`src/hfc_pkg.sv`:
```
package hfc_pkg;

  localparam int unsigned LaneCount = 4;
  localparam int unsigned WordWidth = 32;

  typedef logic [WordWidth-1:0] word_t;

  typedef enum logic {
    OpSingleToHalf = 1'b0,
    OpHalfToSingle = 1'b1
  } op_e;

  // single precision fields
  localparam logic [7:0]  SglExpMax    = 8'hFF;
  // half biased exponent = single biased exponent - 112
  localparam logic [7:0]  SglToHalfLow = 8'd112;
  localparam logic [7:0]  SglToHalfOvf = 8'd143;
  localparam logic [7:0]  HalfToSglAdd = 8'd112;
  // subnormal half: single exponent = leading one position + 103
  localparam logic [7:0]  SubnormBase  = 8'd103;
  localparam logic [4:0]  HalfExpMax   = 5'h1F;
  localparam logic [15:0] HalfInf      = 16'h7C00;

endpackage

```
`src/hfc_lane.sv`:
```
module hfc_lane (
  input  hfc_pkg::op_e  op_i,
  input  hfc_pkg::word_t data_i,
  output hfc_pkg::word_t data_o
);
  import hfc_pkg::*;

  // single to half
  logic        s_sgn;
  logic [7:0]  s_exp;
  logic [7:0]  s_exp_rb;
  logic [15:0] half_res;

  // half to single
  logic        h_sgn;
  logic [4:0]  h_exp;
  logic [9:0]  h_frac;
  logic [3:0]  lead_pos;
  logic [3:0]  lead_zeros;
  logic [9:0]  norm_frac;
  logic [7:0]  sub_exp;
  logic [7:0]  nrm_exp;
  word_t       sgl_res;

  assign s_sgn    = data_i[31];
  assign s_exp    = data_i[30:23];
  assign s_exp_rb = s_exp - SglToHalfLow;

  always_comb begin
    if (s_exp <= SglToHalfLow) begin
      half_res = {s_sgn, 15'd0};
    end else if (s_exp >= SglToHalfOvf) begin
      half_res = {s_sgn, HalfInf[14:0]};
    end else begin
      half_res = {s_sgn, s_exp_rb[4:0], data_i[22:13]};
    end
  end

  assign h_sgn  = data_i[15];
  assign h_exp  = data_i[14:10];
  assign h_frac = data_i[9:0];

  // priority encoder for the leading one of a subnormal mantissa
  always_comb begin
    lead_pos = 4'd0;
    for (int i = 0; i < 10; i++) begin
      if (h_frac[i]) begin
        lead_pos = 4'(i);
      end
    end
  end

  assign lead_zeros = 4'd9 - lead_pos;
  assign norm_frac  = h_frac << lead_zeros;
  assign sub_exp    = SubnormBase + {4'd0, lead_pos};
  assign nrm_exp    = {3'd0, h_exp} + HalfToSglAdd;

  always_comb begin
    if (h_exp == 5'd0) begin
      if (h_frac == 10'd0) begin
        sgl_res = {h_sgn, 31'd0};
      end else begin
        // leading one drops out as the hidden bit
        sgl_res = {h_sgn, sub_exp, norm_frac[8:0], 14'd0};
      end
    end else if (h_exp == HalfExpMax) begin
      sgl_res = {h_sgn, SglExpMax, h_frac, 13'd0};
    end else begin
      sgl_res = {h_sgn, nrm_exp, h_frac, 13'd0};
    end
  end

  always_comb begin
    case (op_i)
      OpSingleToHalf: data_o = {16'd0, half_res};
      OpHalfToSingle: data_o = sgl_res;
      default:        data_o = {16'd0, half_res};
    endcase
  end

endmodule

```
`src/half_float_converter_x4.sv`:
```
// Four-lane converter between single and half precision bit patterns. Each
// transaction carries an operation bit and four lane words; all lanes convert
// in parallel and the results land in an output register, so a
// result appears in the cycle after its transaction is accepted and the block
// takes one transaction per cycle as long as the output side keeps up. The
// output register is the only stage: when it holds a result that is not
// taken, input ready drops until it is. Single to half truncates, flushes
// small values to signed zero and large values, infinity and NaN to signed
// infinity; half to single is exact, with subnormals normalized.
module half_float_converter_x4 (
  input  logic  clk_i,
  input  logic  rst_ni,
  input  logic  in_valid_i,
  output logic  in_ready_o,
  input  logic  operation_i,
  input  logic [31:0] lane_a_in_i,
  input  logic [31:0] lane_b_in_i,
  input  logic [31:0] lane_c_in_i,
  input  logic [31:0] lane_d_in_i,
  output logic  out_valid_o,
  input  logic  out_ready_i,
  output logic [31:0] lane_a_out_o,
  output logic [31:0] lane_b_out_o,
  output logic [31:0] lane_c_out_o,
  output logic [31:0] lane_d_out_o
);
  import hfc_pkg::*;

  op_e   op;
  word_t lane_in  [LaneCount];
  word_t lane_res [LaneCount];
  word_t res_q    [LaneCount];
  logic  valid_q;
  logic  valid_d;
  logic  in_fire;

  assign op         = op_e'(operation_i);
  assign lane_in[0] = lane_a_in_i;
  assign lane_in[1] = lane_b_in_i;
  assign lane_in[2] = lane_c_in_i;
  assign lane_in[3] = lane_d_in_i;

  for (genvar g = 0; g < LaneCount; g++) begin : g_lane
    hfc_lane u_lane (
      .op_i   (op),
      .data_i (lane_in[g]),
      .data_o (lane_res[g])
    );
  end

  assign in_ready_o = !valid_q || out_ready_i;
  assign in_fire    = in_valid_i && in_ready_o;

  always_comb begin
    valid_d = valid_q;
    if (in_fire) begin
      valid_d = 1'b1;
    end else if (out_ready_i) begin
      valid_d = 1'b0;
    end
  end

  always_ff @(posedge clk_i or negedge rst_ni) begin
    if (!rst_ni) begin
      valid_q <= 1'b0;
    end else begin
      valid_q <= valid_d;
    end
  end

  // merge the lane results into the output register
  always_ff @(posedge clk_i) begin
    if (in_fire) begin
      for (int i = 0; i < LaneCount; i++) begin
        res_q[i] <= lane_res[i];
      end
    end
  end

  assign out_valid_o  = valid_q;
  assign lane_a_out_o = res_q[0];
  assign lane_b_out_o = res_q[1];
  assign lane_c_out_o = res_q[2];
  assign lane_d_out_o = res_q[3];

  a_fire_gives_result: assert property (@(posedge clk_i) disable iff (!rst_ni)
    in_fire |=> out_valid_o)
    else $error("accepted transaction did not produce a result");

  a_half_upper_zero: assert property (@(posedge clk_i) disable iff (!rst_ni)
    (in_fire && !operation_i) |=>
      (lane_a_out_o[31:16] == 16'd0 && lane_b_out_o[31:16] == 16'd0 &&
       lane_c_out_o[31:16] == 16'd0 && lane_d_out_o[31:16] == 16'd0))
    else $error("half result has nonzero upper bits");

  a_zero_stays_zero: assert property (@(posedge clk_i) disable iff (!rst_ni)
    (in_fire && operation_i && lane_a_in_i[14:0] == 15'd0) |=>
      (lane_a_out_o[30:0] == 31'd0 && lane_a_out_o[31] == $past(lane_a_in_i[15])))
    else $error("half zero did not convert to single zero");

endmodule
```
`config.mk`:
```
export PLATFORM = sky130hd
export DESIGN_NAME = half_float_converter_x4
export DESIGN_NICKNAME = d
export VERILOG_FILES = /design/src/hfc_pkg.sv /design/src/hfc_lane.sv /design/src/half_float_converter_x4.sv
export SDC_FILE = /design/constraint.sdc
export NUM_CORES = 1
export LEC_CHECK = 0
export CAP_MARGIN = 20
export CORE_AREA = 3 3 142 144
export DETAILED_ROUTE_END_ITERATION = 10
export DIE_AREA = 0 0 145 147
export DONT_BUFFER_PORTS = 1
export HOLD_SLACK_MARGIN = 0.08
export MAX_ROUTING_LAYER = met4
export PLACE_DENSITY = 0.67
export SETUP_SLACK_MARGIN = 0.1
export SLEW_MARGIN = 25
export SYNTH_ARGS = -nofsm -noshare
export SYNTH_HDL_FRONTEND = slang
export SYNTH_SLANG_ARGS = --single-unit
```
`constraint.sdc`:
```
create_clock -name clk_i -period 3.5 [get_ports clk_i]
set_input_delay 0.175 -clock clk_i [delete_from_list [all_inputs] [get_ports clk_i]]
set_output_delay 0.175 -clock clk_i [all_outputs]
set_load 0.05 [all_outputs]
```
==> impl.org <==
** Outcome
- Outcome :: finished, final reports clean

** Timing
- Static timing analysis puts the maximum clock frequency at 385 MHz.
- Setup skew after layout :: 5.63 ps
- At the pin with the least slew margin, the transition time is between 900 and 1000 ps.
- Share of the cycle needed by the critical path after routing :: 0.742
- The worst path in the final design needs a cycle of roughly 2600 ps, including I/O delays and setup.
- Setup repair after global routing left no endpoint under its margin.
- Final count of pins violating max slew :: 0
- Adding up every negative setup slack in the final design gives 0 ps.
- Setup violations remaining at the end of the flow were counted as 0.
- The final number of hold-violating endpoints is 0.
- Headroom to the max-slew limit came out at 0.352.

** Synthesis
- Total standard cell area after synthesis :: 7560 um^2
- The number of nets handed over by synthesis was 898.
- Synthesis warning total :: 0
- Portion of the post-synthesis area used by sequential elements :: 0.496
- Counting distinct cell types in the post-synthesis netlist gives between 70 and 80.
- Synthesis inferred between 100 and 150 register bits.
- In this run the mean area of a mapped cell was 10.0 um^2.
- Share of async-settable or async-resettable flops after synthesis :: 0.00800
- Number of flops mapped to enable cells by yosys :: 124
- Top FF cell, synth :: sky130_fd_sc_hd__edfxtp_1
- The cell count after synthesis came out at 753.

** Placement
- Placed Cells incl. Taps :: 981
- Number of I/O port buffers :: 0
- Detailed placement ended at an HPWL of about 16 mm.
- Routability-driven placement finished with a final weighted congestion of between 1 and 1.5.

** Layout
- The multi-input combinational cells in the finished layout cover a total of 3520 um^2.
- The sequential cells in the finished layout cover a total of 3750 um^2.
- Excluding fillers, the count of instances in the completed layout stands at between 1,000 and 1,500.
- At the end of the flow, the number of nets in the layout was 1,009.
- Of the cells placed in the final design, the portion with a size suffix greater than 1 is 0.0753.
- Count of filler cells inserted in the layout :: roughly 1,700
- Synthesis-to-layout area growth :: 28.5%

** Routing
- After detailed routing, the total wire length is 24.2 mm.
- Detailed-route DRC error count :: 0
- Post-detailed-route via-to-cell ratio :: between 6 and 7
- The final route contains 6,830 vias.
- Iteration-0 DRC Markers :: 485
- In this run the remaining antenna-violating nets after routing total 0.
- The pre-antenna-repair detailed-routing pass consisted of 5 iterations.
- In the final routed layout, each cell accounts on average for around 21 um.

** Job
- Across the run, the number of max-cap violations was 0.

** CTS
- Sink count of the clock tree :: between 100 and 150
- Resize count post-CTS :: 0
- Number of clock buffers inserted by TritonCTS :: 17
- The clock passes through at most 2 buffers.
- Clk slew on worst S/H paths :: ~60 ps
- Clock latency on the worst-skew pair, taken at its later pin, is 410 ps.
- The cell sitting at the root of the clock tree is a sky130_fd_sc_hd__clkbuf_16.
- TritonCTS built the clock tree.
- H-tree depth :: 4

** Critical path
- Critical register-to-register path startpoint :: out_valid_o
- Capturing element type of the critical path :: register
- Startpoint type of the worst setup path :: input port
- Type of the setup path with the least slack :: input port to register
- Largest driver fanout on the critical path :: 9
- Data arrives at the worst endpoint at 2880 ps.
- In this run the critical register-to-register path is captured at res_q[3][13].
- Worst reg-to-reg path cell count :: 3
- Data required time of the critical path :: 3780 ps
- R2r setup slk :: around 1100 ps

** Die
- The floorplan step set the die width to 145 um.
- Initial Util :: 0.401
- In this run the vertical extent of the chip is 147 um.
- IO Pins :: between 200 and 300
- Area of the die :: around 21,000 um^2
- Placeable core area :: around 19,000 um^2
- In this run the core area contains 50 standard-cell rows.

** Power and ir drop
- Leakage power of the design :: 3.54 nW
- Worst VDD drop :: roughly 0.31 mV
- For this design the ratio of total power to cell area is ~480 nW/um^2.

** GRT
- The first global-routing pass estimated about 38 mm of wire.
- Vias in the first global route :: roughly 6,700
- Entering global routing, the biggest net connects just under 50 pins.
- The initial antenna violation count was 1.
- Global-route usage over all layers :: 0.227
- For this run the aggregate overflow at the end of global routing stands at 0.

** Hold path
- The worst hold path belongs to the class input port to register.
- The worst hold path begins at lane_d_in_i[19].
- Counting instances, the worst hold path has a depth of 1.
- Hold worst-path end :: res_q[3][6]
state kept, by name, indices dropped and copies added, names as in the netlist:
signal / cells
res_q: 124
out_valid_o: 1
Yosys cell counts, drive strengths merged, types with 7 or more instances:
| master | number | area, um^2 |
|---|---|---|
| ha | 12 | 150 |
| a21oi | 41 | 213 |
| or4 | 8 | 71.3 |
| or3 | 7 | 43.8 |
| o31ai | 14 | 110 |
| nor3 | 27 | 140 |
| a21o | 7 | 52.6 |
| a211o | 7 | 61.3 |
| o211ai | 11 | 82.6 |
| o21ai | 40 | 200 |
| nand3 | 16 | 80.1 |
| o21a | 14 | 105 |
| buf | 9 | 65.1 |
| a211oi | 11 | 87.6 |
| mux2i | 10 | 100 |
| nand2 | 73 | 277 |
| and2 | 48 | 300 |
| nor2 | 62 | 233 |
| a21boi | 8 | 60.1 |
| nand4 | 9 | 56.3 |
| edfxtp | 124 | 3720 |
| o22ai | 7 | 43.8 |
| nor2b | 10 | 62.6 |
| a221oi | 7 | 61.3 |
| a32oi | 10 | 87.6 |
| clkbuf | 35 | 131 |
| nand2b | 9 | 63.8 |
| inv | 25 | 93.8 |
what timing repair did:
action | CTS | global route
endpoints found under the hold margin | 122 | 0
setup buffers | 0 | 0
hold buffers | 124 | 0
endpoints found under the setup margin | 0 | 0
logic make-up (layout without fill, tap and decap cells):
logic type | after synthesis | after routing | synth area share
xor gates and xnor gates | 9 | 9 | 0.0104
buffers and inverters | 70 | 194 | 0.0389
AOI/OAI and AO/OA | 228 | 228 | 0.214
DFF | 125 | 125 | 0.496
adders and majority gates | 12 | 12 | 0.0199
other | 0 | 1 | 0
and+or+nand+nor | 295 | 295 | 0.201
muxes | 14 | 14 | 0.0192
metrics by stage:
stage	hold WS [ps]	power, mW	utilization	instance area [um^2]	setup slack (ps)
2_1_floorplan	-121	2.50	-	7560	359
3_3_place_gp	-120	2.59	0.414	7800	935
3_5_place_dp	-120	2.58	0.414	7800	886
4_1_cts	81.4	4.67	0.515	9700	958
5_1_grt	91.3	4.82	0.516	9710	797
6_report	78.1	4.64	0.516	9710	904
critical path, stage by stage:
cell                            delay [ps]
sky130_fd_sc_hd__or2_2                 310
sky130_fd_sc_hd__a211o_1               370
sky130_fd_sc_hd__nand2_1               290
sky130_fd_sc_hd__ha_1                  300
sky130_fd_sc_hd__inv_1                 110
sky130_fd_sc_hd__xnor2_1               160
sky130_fd_sc_hd__o2111a_2              280
sky130_fd_sc_hd__o211ai_1              140
sky130_fd_sc_hd__o22ai_1               180
sky130_fd_sc_hd__dlygate4sd3_1         560
worst max path at each step:
stage / startpoint / endpoint / slack (ps) / cells after the start
final: lane_b_in_i[2] / res_q[1][15] / 900 / 10
after global routing: lane_c_in_i[3] / res_q[2][15] / 800 / 10
after CTS: lane_b_in_i[2] / res_q[1][15] / 960 / 10
after detailed placement: lane_b_in_i[2] / res_q[1][21] / 890 / 10
after global placement: lane_b_in_i[2] / res_q[1][21] / 940 / 10
after floorplan: out_valid_o / res_q[0][0] / 360 / 2
layer usage:
layer | vias up | wire [um] | track usage
met5 | - | 0 | -
met1 | 3230 | 9890 | 0.282
met2 | 446 | 11400 | 0.351
met4 | 0 | 579 | 0.0822
met3 | 47 | 2300 | 0.0700
li1 | 3107 | - | -
cell type report:
cell class	count	share of cell area
antenna	1	0.000258
clock buffer	18	0.0442
clock inverter	14	0.0223
inverter	26	0.0101
multi-input combinational	558	0.363
sequential	125	0.386
tap	260	0.0335
timing repair buffer	136	0.141
cell usage in the layout, fill, tap and decap left out, drive strengths merged, types with 18 or more instances in the layout:
cell type	n
a21oi	41
and2	48
clkbuf	18
dlygate4sd3	123
edfxtp	124
inv	27
nand2	73
nor2	62
nor3	27
o21ai	40
where the power goes:
part,internal [mW],switching [mW]
clock,1.27,0.677
combinational,0.275,0.313
sequential,1.76,0.348
total,3.30,1.34
(Power assumes the default switching activity.)
